**src/rtl/slot_linked_list_manager_assert.svh**
```systemverilog
// Assertion macros for the slot linked list manager.
// Expects clk and rst_n in the scope of each use.
`ifndef SLOT_LINKED_LIST_MANAGER_ASSERT_SVH
`define SLOT_LINKED_LIST_MANAGER_ASSERT_SVH

// Same-cycle implication.
`define SLM_ASSERT_NOW(lbl, ante, cons) \
    lbl: assert property (@(posedge clk) disable iff (!rst_n) (ante) |-> (cons)) \
        else $error("slm assertion failed");

// Next-cycle implication.
`define SLM_ASSERT_NEXT(lbl, ante, cons) \
    lbl: assert property (@(posedge clk) disable iff (!rst_n) (ante) |=> (cons)) \
        else $error("slm assertion failed");

`endif

```
**src/rtl/slm_pkg.sv**
```systemverilog
// Package for the slot linked list manager: mode and status codes,
// controller states and the storage control struct. No dependencies.
`timescale 1ns / 1ps

package slm_pkg;

    localparam logic [1:0] MODE_ADD    = 2'd0;
    localparam logic [1:0] MODE_REMOVE = 2'd1;
    localparam logic [1:0] MODE_WALK   = 2'd2;

    localparam logic [1:0] STAT_OK        = 2'd0;
    localparam logic [1:0] STAT_FULL      = 2'd1;
    localparam logic [1:0] STAT_NOT_FOUND = 2'd2;
    localparam logic [1:0] STAT_EMPTY     = 2'd3;

    typedef enum logic [3:0] {
        ST_IDLE,
        ST_WALK,
        ST_ADD,
        ST_ADD_LINK,
        ST_ADD_SELF,
        ST_REM,
        ST_REM_AFTER,
        ST_REM_FREE,
        ST_DONE
    } state_t;

    typedef struct packed {
        logic rd_en;
        logic wr_en;
        logic pay_wr_en;
    } slm_ctl_t;

endpackage

```
**src/rtl/slm_req_if.sv**
```systemverilog
// Request channel of the slot linked list manager.
// Depends on nothing; widths follow SLOTS and DATA_WIDTH.
`timescale 1ns / 1ps

interface slm_req_if #(
    parameter int SLOTS      = 16,
    parameter int DATA_WIDTH = 32
);
    localparam int SLOT_W = $clog2(SLOTS + 1);

    logic                  valid;
    logic                  ready;
    logic [1:0]            mode;
    logic [DATA_WIDTH-1:0] payload_in;
    logic [SLOT_W-1:0]     remove_slot;

    modport source (output valid, output mode, output payload_in, output remove_slot,
                    input ready);
    modport sink (input valid, input mode, input payload_in, input remove_slot,
                  output ready);
endinterface

```
**src/rtl/slm_rsp_if.sv**
```systemverilog
// Result channel of the slot linked list manager.
// Depends on nothing; widths follow SLOTS and DATA_WIDTH.
`timescale 1ns / 1ps

interface slm_rsp_if #(
    parameter int SLOTS      = 16,
    parameter int DATA_WIDTH = 32
);
    localparam int SLOT_W = $clog2(SLOTS + 1);

    logic                  valid;
    logic                  ready;
    logic [SLOT_W-1:0]     slot_out;
    logic [DATA_WIDTH-1:0] payload_out;
    logic [1:0]            status;
    logic                  last;

    modport source (output valid, output slot_out, output payload_out, output status,
                    output last, input ready);
    modport sink (input valid, input slot_out, input payload_out, input status,
                  input last, output ready);
endinterface

```
**src/rtl/slm_store.sv**
```systemverilog
// Link table and payload memories with registered reads.
// Depends on slm_pkg for the control struct.
`timescale 1ns / 1ps

module slm_store
    import slm_pkg::*;
#(
    parameter int SLOTS      = 16,
    parameter int DATA_WIDTH = 32,
    parameter int SLOT_W     = 5
) (
    input  logic                  clk,
    input  logic                  rst_n,
    input  slm_ctl_t              ctl,
    input  logic [SLOT_W-1:0]     rd_addr,
    output logic [SLOT_W-1:0]     link_q,
    output logic [DATA_WIDTH-1:0] pay_q,
    input  logic [SLOT_W-1:0]     wr_addr,
    input  logic [SLOT_W-1:0]     wr_data,
    input  logic [DATA_WIDTH-1:0] pay_wr_data,
    input  logic [SLOT_W-1:0]     scan_addr,
    output logic                  scan_busy
);

    localparam int PIDX_W = (SLOTS > 1) ? $clog2(SLOTS) : 1;

    logic [SLOT_W-1:0]     link_mem [0:SLOTS];
    logic [DATA_WIDTH-1:0] pay_mem  [0:SLOTS-1];
    logic [SLOTS:0]        nz_reg;
    logic [SLOT_W-1:0]     link_rd_reg;
    logic                  nz_rd_reg;
    logic [DATA_WIDTH-1:0] pay_rd_reg;
    logic [SLOT_W-1:0]     rd_m1;
    logic [SLOT_W-1:0]     wr_m1;

    assign rd_m1 = rd_addr - SLOT_W'(1);
    assign wr_m1 = wr_addr - SLOT_W'(1);

    always_ff @(posedge clk or negedge rst_n)
    begin
        if (!rst_n)
        begin
            nz_reg <= '0;
        end
        else if (ctl.wr_en)
        begin
            nz_reg[wr_addr] <= (wr_data != '0);
        end
    end

    always_ff @(posedge clk)
    begin
        if (ctl.wr_en)
        begin
            link_mem[wr_addr] <= wr_data;
        end
        if (ctl.rd_en)
        begin
            link_rd_reg <= link_mem[rd_addr];
            nz_rd_reg   <= nz_reg[rd_addr];
        end
    end

    always_ff @(posedge clk)
    begin
        if (ctl.pay_wr_en)
        begin
            pay_mem[wr_m1[PIDX_W-1:0]] <= pay_wr_data;
        end
        if (ctl.rd_en && (rd_addr != '0))
        begin
            pay_rd_reg <= pay_mem[rd_m1[PIDX_W-1:0]];
        end
    end

    assign link_q    = nz_rd_reg ? link_rd_reg : '0;
    assign pay_q     = pay_rd_reg;
    assign scan_busy = nz_reg[scan_addr];

endmodule

```
**src/rtl/slot_linked_list_manager.sv**
```systemverilog
// Slot linked list manager: list kept in a link memory, head at entry 0.
// Add and remove take as long as the walk over the link memory, at one entry
// per cycle through its single read port.
// Walk gives one result per cycle after a first step that reads the head, while results are taken.
// One request at a time. Reset is asynchronous: all slots free, list empty at once.
// Depends on slm_pkg, slm_req_if, slm_rsp_if, slm_store and the assertion header.
`timescale 1ns / 1ps

`include "slot_linked_list_manager_assert.svh"

module slot_linked_list_manager
    import slm_pkg::*;
#(
    parameter int SLOTS      = 16,
    parameter int DATA_WIDTH = 32
) (
    input  logic      clk,
    input  logic      rst_n,
    slm_req_if.sink   req,
    slm_rsp_if.source rsp
);

    localparam int SLOT_W = $clog2(SLOTS + 1);
    localparam int CNT_W  = $clog2(SLOTS + 2);
    localparam logic [SLOT_W-1:0] SLOT_MAX   = SLOT_W'(SLOTS);
    localparam logic [CNT_W-1:0]  CNT_SLOTS  = CNT_W'(SLOTS);
    localparam logic [CNT_W-1:0]  CNT_SLOTS1 = CNT_W'(SLOTS + 1);

    state_t state_reg, state_next;

    logic [SLOT_W-1:0]     cur_reg, cur_next;
    logic [SLOT_W-1:0]     tgt_reg, tgt_next;
    logic [CNT_W-1:0]      cnt_reg, cnt_next;
    logic [CNT_W-1:0]      scan_reg, scan_next;
    logic [DATA_WIDTH-1:0] pay_reg, pay_next;
    logic                  tail_done_reg, tail_done_next;
    logic                  free_done_reg, free_done_next;
    logic                  free_found_reg, free_found_next;
    logic [SLOT_W-1:0]     res_slot_reg, res_slot_next;
    logic [1:0]            res_status_reg, res_status_next;

    logic                  out_valid_reg, out_valid_next;
    logic [SLOT_W-1:0]     out_slot_reg, out_slot_next;
    logic [DATA_WIDTH-1:0] out_pay_reg, out_pay_next;
    logic [1:0]            out_status_reg, out_status_next;
    logic                  out_last_reg, out_last_next;

    slm_ctl_t              ctl;
    logic [SLOT_W-1:0]     rd_addr;
    logic [SLOT_W-1:0]     wr_addr;
    logic [SLOT_W-1:0]     wr_data;
    logic [SLOT_W-1:0]     link_val;
    logic [DATA_WIDTH-1:0] pay_val;
    logic [SLOT_W-1:0]     scan_addr;
    logic                  scan_busy;

    logic                  in_fire;
    logic                  out_free;
    logic                  bad_target;
    logic                  lnk_end;
    logic                  walk_stop;
    logic                  walk_adv;
    logic                  tail_stop;
    logic                  scan_over;
    logic                  rem_miss;
    logic                  rem_hit;
    logic [SLOT_W-1:0]     rem_new;
    logic                  out_load;
    logic [SLOT_W-1:0]     ld_slot;
    logic [DATA_WIDTH-1:0] ld_pay;
    logic [1:0]            ld_status;
    logic                  ld_last;

    slm_store #(
        .SLOTS      (SLOTS),
        .DATA_WIDTH (DATA_WIDTH),
        .SLOT_W     (SLOT_W)
    ) u_store (
        .clk         (clk),
        .rst_n       (rst_n),
        .ctl         (ctl),
        .rd_addr     (rd_addr),
        .link_q      (link_val),
        .pay_q       (pay_val),
        .wr_addr     (wr_addr),
        .wr_data     (wr_data),
        .pay_wr_data (pay_reg),
        .scan_addr   (scan_addr),
        .scan_busy   (scan_busy)
    );

    assign req.ready  = (state_reg == ST_IDLE);
    assign in_fire    = req.valid && req.ready;
    assign out_free   = !out_valid_reg || rsp.ready;
    assign bad_target = (req.remove_slot == '0) || (req.remove_slot > SLOT_MAX);

    assign lnk_end   = (link_val == cur_reg) || (link_val > SLOT_MAX);
    assign walk_stop = lnk_end || (cnt_reg == CNT_SLOTS);
    assign walk_adv  = (cur_reg == '0) ? !walk_stop : (out_free && !walk_stop);
    assign tail_stop = lnk_end || (cnt_reg == CNT_SLOTS1);
    assign scan_over = (scan_reg > CNT_W'(SLOTS));
    assign scan_addr = scan_over ? '0 : scan_reg[SLOT_W-1:0];
    assign rem_miss  = lnk_end || (cnt_reg == CNT_SLOTS);
    assign rem_hit   = !rem_miss && (link_val == tgt_reg);
    assign rem_new   = ((link_val == tgt_reg) || (link_val > SLOT_MAX)) ? cur_reg : link_val;

    always_comb
    begin
        state_next = state_reg;
        unique case (state_reg)
            ST_IDLE:
            begin
                if (in_fire)
                begin
                    priority if (req.mode == MODE_ADD)
                        state_next = ST_ADD;
                    else if (req.mode == MODE_REMOVE)
                        state_next = bad_target ? ST_DONE : ST_REM;
                    else if (req.mode == MODE_WALK)
                        state_next = ST_WALK;
                    else
                        state_next = ST_IDLE;
                end
            end
            ST_WALK:
            begin
                if (walk_stop && out_free)
                    state_next = ST_IDLE;
            end
            ST_ADD:
            begin
                if (tail_done_reg && free_done_reg)
                    state_next = free_found_reg ? ST_ADD_LINK : ST_DONE;
            end
            ST_ADD_LINK:  state_next = ST_ADD_SELF;
            ST_ADD_SELF:  state_next = ST_DONE;
            ST_REM:
            begin
                priority if (rem_miss)
                    state_next = ST_DONE;
                else if (rem_hit)
                    state_next = ST_REM_AFTER;
                else
                    state_next = ST_REM;
            end
            ST_REM_AFTER: state_next = ST_REM_FREE;
            ST_REM_FREE:  state_next = ST_DONE;
            ST_DONE:
            begin
                if (out_free)
                    state_next = ST_IDLE;
            end
            default:      state_next = ST_IDLE;
        endcase
    end

    always_comb
    begin
        ctl       = '0;
        rd_addr   = link_val;
        wr_addr   = cur_reg;
        wr_data   = tgt_reg;
        out_load  = 1'b0;
        ld_slot   = res_slot_reg;
        ld_pay    = '0;
        ld_status = res_status_reg;
        ld_last   = 1'b1;
        unique case (state_reg)
            ST_IDLE:
            begin
                ctl.rd_en = in_fire;
                rd_addr   = '0;
            end
            ST_WALK:
            begin
                ctl.rd_en = walk_adv;
                if (cur_reg == '0)
                begin
                    out_load  = walk_stop && out_free;
                    ld_slot   = '0;
                    ld_status = STAT_EMPTY;
                end
                else
                begin
                    out_load  = out_free;
                    ld_slot   = cur_reg;
                    ld_pay    = pay_val;
                    ld_status = STAT_OK;
                    ld_last   = walk_stop;
                end
            end
            ST_ADD:
            begin
                ctl.rd_en = !tail_done_reg && !tail_stop;
            end
            ST_ADD_LINK:
            begin
                ctl.wr_en = 1'b1;
            end
            ST_ADD_SELF:
            begin
                ctl.wr_en     = 1'b1;
                ctl.pay_wr_en = 1'b1;
                wr_addr       = tgt_reg;
            end
            ST_REM:
            begin
                ctl.rd_en = !rem_miss;
                rd_addr   = rem_hit ? tgt_reg : link_val;
            end
            ST_REM_AFTER:
            begin
                ctl.wr_en = 1'b1;
                wr_data   = rem_new;
            end
            ST_REM_FREE:
            begin
                ctl.wr_en = 1'b1;
                wr_addr   = tgt_reg;
                wr_data   = '0;
            end
            ST_DONE:
            begin
                out_load = out_free;
            end
            default:
            begin
                ctl = '0;
            end
        endcase
    end

    always_comb
    begin
        cur_next        = cur_reg;
        tgt_next        = tgt_reg;
        cnt_next        = cnt_reg;
        scan_next       = scan_reg;
        pay_next        = pay_reg;
        tail_done_next  = tail_done_reg;
        free_done_next  = free_done_reg;
        free_found_next = free_found_reg;
        res_slot_next   = res_slot_reg;
        res_status_next = res_status_reg;
        unique case (state_reg)
            ST_IDLE:
            begin
                if (in_fire)
                begin
                    cur_next        = '0;
                    tgt_next        = req.remove_slot;
                    cnt_next        = '0;
                    scan_next       = CNT_W'(1);
                    pay_next        = req.payload_in;
                    tail_done_next  = 1'b0;
                    free_done_next  = 1'b0;
                    free_found_next = 1'b0;
                    res_slot_next   = '0;
                    res_status_next = STAT_NOT_FOUND;
                end
            end
            ST_WALK:
            begin
                if (walk_adv)
                begin
                    cur_next = link_val;
                    cnt_next = cnt_reg + CNT_W'(1);
                end
            end
            ST_ADD:
            begin
                if (!tail_done_reg)
                begin
                    if (tail_stop)
                        tail_done_next = 1'b1;
                    else
                    begin
                        cur_next = link_val;
                        cnt_next = cnt_reg + CNT_W'(1);
                    end
                end
                if (!free_done_reg)
                begin
                    priority if (scan_over)
                        free_done_next = 1'b1;
                    else if (!scan_busy)
                    begin
                        free_done_next  = 1'b1;
                        free_found_next = 1'b1;
                        tgt_next        = scan_reg[SLOT_W-1:0];
                    end
                    else
                        scan_next = scan_reg + CNT_W'(1);
                end
                if (tail_done_reg && free_done_reg && !free_found_reg)
                    res_status_next = STAT_FULL;
            end
            ST_ADD_SELF:
            begin
                res_slot_next   = tgt_reg;
                res_status_next = STAT_OK;
            end
            ST_REM:
            begin
                if (!rem_miss && !rem_hit)
                begin
                    cur_next = link_val;
                    cnt_next = cnt_reg + CNT_W'(1);
                end
            end
            ST_REM_FREE:
            begin
                res_slot_next   = tgt_reg;
                res_status_next = STAT_OK;
            end
            default:
            begin
                cur_next = cur_reg;
            end
        endcase
    end

    always_comb
    begin
        out_valid_next  = out_valid_reg;
        out_slot_next   = out_slot_reg;
        out_pay_next    = out_pay_reg;
        out_status_next = out_status_reg;
        out_last_next   = out_last_reg;
        if (out_load)
        begin
            out_valid_next  = 1'b1;
            out_slot_next   = ld_slot;
            out_pay_next    = ld_pay;
            out_status_next = ld_status;
            out_last_next   = ld_last;
        end
        else if (rsp.ready)
        begin
            out_valid_next = 1'b0;
        end
    end

    always_ff @(posedge clk or negedge rst_n)
    begin
        if (!rst_n)
        begin
            state_reg     <= ST_IDLE;
            out_valid_reg <= 1'b0;
        end
        else
        begin
            state_reg     <= state_next;
            out_valid_reg <= out_valid_next;
        end
    end

    always_ff @(posedge clk)
    begin
        cur_reg        <= cur_next;
        tgt_reg        <= tgt_next;
        cnt_reg        <= cnt_next;
        scan_reg       <= scan_next;
        pay_reg        <= pay_next;
        tail_done_reg  <= tail_done_next;
        free_done_reg  <= free_done_next;
        free_found_reg <= free_found_next;
        res_slot_reg   <= res_slot_next;
        res_status_reg <= res_status_next;
        out_slot_reg   <= out_slot_next;
        out_pay_reg    <= out_pay_next;
        out_status_reg <= out_status_next;
        out_last_reg   <= out_last_next;
    end

    assign rsp.valid       = out_valid_reg;
    assign rsp.slot_out    = out_slot_reg;
    assign rsp.payload_out = out_pay_reg;
    assign rsp.status      = out_status_reg;
    assign rsp.last        = out_last_reg;

    `SLM_ASSERT_NOW(a_wr_in_table, ctl.wr_en, wr_addr <= SLOT_MAX)
    `SLM_ASSERT_NOW(a_fail_no_slot, rsp.valid && (rsp.status != STAT_OK), rsp.slot_out == '0)
    `SLM_ASSERT_NOW(a_mid_walk_ok, rsp.valid && !rsp.last,
                    (rsp.status == STAT_OK) && (rsp.slot_out != '0))
    `SLM_ASSERT_NEXT(a_add_then_done, state_reg == ST_ADD_SELF,
                     (state_reg == ST_DONE) && (res_status_reg == STAT_OK))

endmodule

```
**src/flat_wrapper.sv**
```systemverilog
// flat-port wrapper written by rule: the top's interface ports become plain ports
module slot_linked_list_manager_flat import slm_pkg::*;
#(
    parameter int SLOTS      = 16,
    parameter int DATA_WIDTH = 32
)
  (clk, rst_n, req_valid, req_mode, req_payload_in, req_remove_slot, req_ready, rsp_valid, rsp_slot_out, rsp_payload_out, rsp_status, rsp_last, rsp_ready);
  slm_req_if #(.SLOTS(SLOTS), .DATA_WIDTH(DATA_WIDTH)) req_i ();
  slm_rsp_if #(.SLOTS(SLOTS), .DATA_WIDTH(DATA_WIDTH)) rsp_i ();
  input  logic clk;
  input  logic rst_n;
  input wire logic [$bits(req_i.valid)-1:0] req_valid;
  input wire logic [$bits(req_i.mode)-1:0] req_mode;
  input wire logic [$bits(req_i.payload_in)-1:0] req_payload_in;
  input wire logic [$bits(req_i.remove_slot)-1:0] req_remove_slot;
  output wire logic [$bits(req_i.ready)-1:0] req_ready;
  output wire logic [$bits(rsp_i.valid)-1:0] rsp_valid;
  output wire logic [$bits(rsp_i.slot_out)-1:0] rsp_slot_out;
  output wire logic [$bits(rsp_i.payload_out)-1:0] rsp_payload_out;
  output wire logic [$bits(rsp_i.status)-1:0] rsp_status;
  output wire logic [$bits(rsp_i.last)-1:0] rsp_last;
  input wire logic [$bits(rsp_i.ready)-1:0] rsp_ready;
  assign req_i.valid = req_valid;
  assign req_i.mode = req_mode;
  assign req_i.payload_in = req_payload_in;
  assign req_i.remove_slot = req_remove_slot;
  assign req_ready = req_i.ready;
  assign rsp_valid = rsp_i.valid;
  assign rsp_slot_out = rsp_i.slot_out;
  assign rsp_payload_out = rsp_i.payload_out;
  assign rsp_status = rsp_i.status;
  assign rsp_last = rsp_i.last;
  assign rsp_i.ready = rsp_ready;
  slot_linked_list_manager #(.SLOTS(SLOTS), .DATA_WIDTH(DATA_WIDTH)) u_core (.clk(clk), .rst_n(rst_n), .req(req_i), .rsp(rsp_i));
endmodule
```
**config.mk**
```make
export PLATFORM = sky130hd
export DESIGN_NAME = slot_linked_list_manager_flat
export DESIGN_NICKNAME = d
export VERILOG_FILES = /design/src/rtl/slm_pkg.sv /design/src/rtl/slm_req_if.sv /design/src/rtl/slm_rsp_if.sv /design/src/rtl/slm_store.sv /design/src/rtl/slot_linked_list_manager.sv /design/src/flat_wrapper.sv
export VERILOG_INCLUDE_DIRS = /design/src /design/src/rtl
export SDC_FILE = /design/constraint.sdc
export NUM_CORES = 1
export LEC_CHECK = 0
export BUFFER_PORTS_ARGS = -buffer_cell sky130_fd_sc_hd__buf_2
export CAP_MARGIN = 25
export CORE_AREA = 2 2 231 460
export DETAILED_ROUTE_END_ITERATION = 16
export DIE_AREA = 0 0 233 462
export HOLD_SLACK_MARGIN = 0.1
export PLACE_DENSITY_LB_ADDON = 0.15
export SLEW_MARGIN = 20
export SYNTH_ARGS = -nofsm -noshare
export SYNTH_HDL_FRONTEND = slang
export SYNTH_SLANG_ARGS = --single-unit
```
**constraint.sdc**
```tcl
create_clock -name clk -period 8.43 [get_ports clk]
set_input_delay 2.529 -clock clk [delete_from_list [all_inputs] [get_ports clk]]
set_output_delay 2.529 -clock clk [all_outputs]
set_load 0.01 [all_outputs]
```
==> results.json, run 1 <==
{
  "drc": 0,
  "n_fill_cell": 10090,
  "start_util_pct": 29.63,
  "synth_edf_count": 737,
  "drt_iter0_markers": 1400,
  "num_vias": 19100,
  "setup_slack_ps": 2887,
  "worst_hold_path_type": "reg2reg",
  "setup_tns_ps": 0,
  "seq_area_frac_synth_pct": 73.28,
  "reg2reg_slack_ps": 4000,
  "async_flop_share_pct": 2.899,
  "io_buffers": 84,
  "synth-seq-cells": 759,
  "num_io_pins": 85,
  "ys_top_cells_by_area": "edfxtp_1 72%, nand2_1 4.1%, nand3_1 2.6%",
  "clk_latency_ps": 650,
  "dp_cells": 3545,
  "final_hold_viol_count": 0,
  "critPathRequiredTime_ps": 5900,
  "worstReg2RegStart": "u_core.state_reg[1]",
  "startpoint": "u_core.state_reg[1]",
  "ant_nets": 0,
  "place_congestion": 0.9139,
  "path_max_fanout": 44,
  "utilization_pct": 33.90,
  "dr.pass1.iters": 5,
  "finalWirelength_mm": 95.10,
  "cts_tree": "yes",
  "final_nets": 2308,
  "die-height_um": 462,
  "reg2reg_to": "u_core.u_store.pay_q[8]",
  "netlist_instances": 2195,
  "setup-violations-final": 0,
  "grtUsageMet2_pct": 32.46,
  "rsz0062_at_grt": "false",
  "arrival_ps": 3010,
  "ctsRootBufferMaster": "clkbuf_16",
  "yosys_warnings": 0,
  "synthFlopType": "edfxtp_1",
  "synth_area_um2": 30950,
  "slew-limit-headroom_pct": 25.32,
  "fin_crit_ps": 5543,
  "fin_crit_sh_pct": 65.75,
  "multi_input_area_um2": 7700,
  "yosysTopAreaCellShare_pct": 71.50,
  "worstRegToRegCells": 9,
  "grt_pass1_wl_mm": 137.9,
  "antenna_found_initial": 2,
  "synth_cell_type_count": 79,
  "dp_hpwl_mm": 54.07,
  "cp-end-kind": "output port",
  "status": "complete, no violations",
  "dp_slack_ps": 3547,
  "slew_viol_final": 0,
  "stdcell_count": 3677,
  "cts.clk_slew.worst_paths_ps": 70,
  "die_area_um2": 107600,
  "maxCapViolCount": 0,
  "crit_end": "req_ready",
  "holdBufCountCts": 0,
  "avgSynthCellArea_um2": 14.10,
  "synth_common_cells": "737 x edfxtp_1, 338 x nand2_1, 161 x nand3_1",
  "regArea_um2": 22680,
  "crit_path_start_kind": "flop",
  "grt_busiest_layer": "met2",
  "wl_per_cell_um": 25.86,
  "post-cts-setup-buffer-count": 0,
  "worstMarginPinSlew_ps": 1111,
  "cts_resized": 0,
  "areaGrowthSynthToFinish_pct": 14.44,
  "drt-vias-per-instance": 5.194,
  "ctsHtreeMaxLevel": 3,
  "largest_reg_flops": 512,
  "p_leak_uw": 0.01165,
  "critical_path_class": "reg2out",
  "synth_nets": 2243,
  "drive_gt1_share_pct": 13.21,
  "max_freq_ghz": 0.1804,
  "grtUsageMet3_pct": 2.669,
  "grt_max_degree": 137,
  "vdd_ir_drop_max_mv": 0.2791,
  "finClkSkew_ps": 26.81,
  "clock-sinks": 759,
  "p_per_area_nw_per_um2": 350.7,
  "yosysTopAreaCell": "edfxtp_1",
  "grt_pass1_vias": 19580,
  "grt_overflow": 0,
  "clockBufferDepth": 3,
  "core_area_um2": 104500,
  "track_usage_pct": 17.77,
  "yosysMostFrequentCell": "edfxtp_1",
  "fp-row-count": 168,
  "grt_use_met1_pct": 20.40,
  "cts_inserted_buffers": 73,
  "die_w_um": 233
}
==> through the flow <==
step | total power (uW) | hold WS [ps] | cell area, um^2
floorplan | 7641 | 492.0 | 30950
global placement | 9134 | 499.7 | 33010
detailed placement | 9194 | 508.0 | 33030
CTS | 12590 | 522.4 | 35420
global route | 13030 | 537.3 | 35420
finish | 12420 | 518.8 | 35420
==> how the worst min path moves through the flow <==
stage	startpoint	to	slack (ps)	cells after the start
6_report	u_core.res_status_reg[1]	u_core.rsp.status[1]	520	2
4_1_cts	u_core.res_status_reg[1]	u_core.rsp.status[1]	520	2
3_3_place_gp	u_core.res_status_reg[1]	u_core.rsp.status[1]	500	2
2_1_floorplan	u_core.res_slot_reg[0]	u_core.rsp.slot_out[0]	490	2
3_5_place_dp	u_core.res_status_reg[1]	u_core.rsp.status[1]	510	2
5_1_grt	u_core.res_status_reg[1]	u_core.rsp.status[1]	540	2
==> placed cells by master (no fill, tap or decap), types with 8 or more instances in the layout <==
cell,instances
inv_1,17
and2_1,38
a211oi_1,52
o211ai_1,36
buf_4,52
clkbuf_16,77
nand3_1,161
o21ai_0,30
dfrtp_1,22
clkinv_1,12
nand2_1,338
and3_1,31
a31oi_1,45
bufinv_16,8
a22oi_1,53
nand2b_1,13
edfxtp_1,737
nor2_4,21
o221ai_1,8
nor2_1,76
xnor2_1,11
clkinv_2,10
a311oi_1,14
buf_2,84
nor3_1,24
a41oi_1,17
a21oi_1,72
o22ai_1,14
clkbuf_1,18
mux2i_1,78
==> kinds of logic (layout without fill, tap and decap cells) <==
| logic type | Yosys count | count (layout) | share of synthesized area [%] |
|---|---|---|---|
| XOR/XNOR | 17 | 17 | 0.5417 |
| AO/OA/AOI/OAI | 398 | 398 | 9.067 |
| flip-flops | 759 | 759 | 73.28 |
| adder cells (fa/ha/maj) | 5 | 5 | 0.2021 |
| AND/OR/NAND/NOR | 760 | 760 | 11.30 |
| buffers and inverters | 169 | 290 | 2.611 |
| multiplexers | 87 | 87 | 2.995 |
| other | 0 | 1 | 0 |
==> worst max-delay path: stages, from the launching register on <==
cell	delay [ps]
dfrtp_1	780
or4_4	700
clkinv_2	550
buf_2	300
==> power breakdown <==
group          leakage, uW  internal, uW  switching (uW)
sequential         0.00698          4880             499
clock              0.00116          1920            1440
combinational      0.00350          1110            2570
total               0.0116          7910            4520
==> metal layers <==
| metal | share of wire, % | wire length (um) |
|---|---|---|
| met4 | 4.2 | 4040 |
| met2 | 53 | 50340 |
| met3 | 4.4 | 4140 |
| met1 | 38 | 36570 |
| met5 | 0 | 0 |
==> area by class of cell <==
cell class	instances	share of cell area (%)
multi-input cells	1267	21.74
clock buffers	95	5.631
well taps	1360	4.804
repair buffers	139	2.459
flip-flops and latches	759	64.04
inverters	20	0.2155
clock inverters	36	1.109
diodes	1	0.007065
Power figures use the tool's default switching activity.
==> run 2: changes to the inputs <==
Clock period 8.43 ns to 5.2 ns, I/O delays scaled along.
==> results.json, run 2 (synthesis gave the netlist of run 1 again) <==
{
  "status": "complete, no violations",
  "p_leak_uw": 0.01171,
  "cp_num_buf_inv": 2,
  "slew-limit-headroom_pct": 23.35,
  "finClkSkew_ps": 26.55,
  "setup_tns_ps": 0,
  "worstReg2RegStart": "u_core.state_reg[1]",
  "ctsRootBufferMaster": "clkbuf_16",
  "dpl_cell_area_um2": 33370,
  "grt_max_degree": 95,
  "hold_depth": 2,
  "maxCapViolCount": 0,
  "crit_path_top_delay_cell": "dfrtp_1",
  "dp_slack_ps": 1229,
  "drt-vias-per-instance": 5.192,
  "worst_hold_path_type": "reg2reg",
  "cts_resized": 0,
  "dp_hpwl_mm": 63.13,
  "min-delay-start": "u_core.res_status_reg[0]",
  "layout_common_cells": "737 x edfxtp_1, 338 x nand2_1, 161 x nand3_1, 84 x buf_2, 78 x mux2i_1",
  "crit_path_start_kind": "flop",
  "antenna_found_initial": 3,
  "max_freq_ghz": 0.2387,
  "fin_hold_ws_ps": 528.9,
  "arrival_ps": 2630,
  "crit_cells": 3,
  "fin_crit_ps": 4189,
  "dr.pass1.iters": 5,
  "io_buffers": 84,
  "place_congestion": 0.9143,
  "worstMarginPinSlew_ps": 1144,
  "core_area_um2": 104500,
  "grt_pass1_wl_mm": 142.8,
  "cts.clk_slew.worst_paths_ps": 60,
  "wl_per_cell_um": 26.85,
  "clk_latency_ps": 660,
  "largest_reg_flops": 512,
  "critical_path_class": "reg2out",
  "drive_gt1_share_pct": 14.20,
  "cp_top_family": "flip-flops",
  "layout_commonest_cell": "edfxtp_1",
  "start_util_pct": 29.63,
  "areaGrowthSynthToFinish_pct": 15.03,
  "grt_pass1_vias": 20060,
  "clockBufferDepth": 3,
  "final_nets": 2328,
  "cp-end-kind": "output port",
  "holdBufCountCts": 0,
  "path_max_fanout": 27,
  "die-height_um": 462,
  "num_io_pins": 85,
  "critPathRequiredTime_ps": 3640,
  "path_cells": "or4_4 -> clkinv_2 -> buf_2",
  "final_hold_viol_count": 0,
  "slowest_delay_ps": 780,
  "finalWirelength_mm": 99.13,
  "drt_iter0_markers": 1465,
  "setup-violations-final": 0,
  "stdcell_area_um2": 35600,
  "worstRegToRegCells": 8,
  "slew_viol_final": 0,
  "p_per_area_nw_per_um2": 566.9,
  "clock-sinks": 759,
  "track_usage_pct": 18.59,
  "startpoint": "u_core.state_reg[2]",
  "fin_crit_sh_pct": 80.55,
  "rsz0062_at_grt": "false",
  "drc": 0,
  "ctsHtreeMaxLevel": 3,
  "ant_nets": 0,
  "die_w_um": 233,
  "grt_overflow": 0,
  "num_vias": 19170,
  "cts_tree": "yes",
  "die_area_um2": 107600,
  "setup_slack_ps": 1011,
  "fp-row-count": 168,
  "vdd_ir_drop_max_mv": 0.3680,
  "cts_inserted_buffers": 70,
  "post-cts-setup-buffer-count": 0
}
==> run 2: final timing paths <==
kind                                                end  slack [ps]
setup / recovery                              req_ready        1010
hold / removal                     u_core.rsp.status[0]         530
setup reg to reg           u_core.u_store.pay_mem[0][6]        1180
hold reg to reg                    u_core.rsp.status[0]         530
max in group asynchronous              u_core.rsp.valid        3880
min in group asynchronous      u_core.u_store.nz_reg[8]         910
==> run 2: cell type report <==
type	count	area [um^2]
Clock buffer	81	1857
Clock inverter	42	375.4
Sequential cell	759	22680
Antenna cell	1	2.502
Inverter	20	76.32
Multi-Input combinational cell	1267	7701
Tap cell	1360	1702
Timing Repair Buffer	162	1209
Fill cell	10100	68870
==> run 2: power breakdown <==
part	internal (uW)	leakage, uW	switching [uW]
combinational	1880	0.00365	4370
sequential	7910	0.00698	797
clock	2830	0.00107	2400
total	12600	0.0117	7560
==> run 2: per-stage QoR <==
step                power [uW]  std cells  util (%)
detailed placement       15170       3568     31.94
floorplan                12390       2195         -
finish                   20190       3692     34.08
global placement         15120       3565     31.87
CTS                      20440       3691     34.08
global route             21150       3692     34.08
==> run 2: worst min-delay path: cells and delay by family (launching register included) <==
family | cells | cell delay (ps)
flip-flops | 1 | 330
AND/OR/NAND/NOR | 2 | 100
==> run 2: metal layers <==
metal  track usage [%]  wire length (um)  vias up
met3             2.441              3374      207
met1             19.78             35820     9855
met4             9.554              5282        0
met2             35.32             54650      541
met5                 0                 0        -
li1                  -                 -     8565
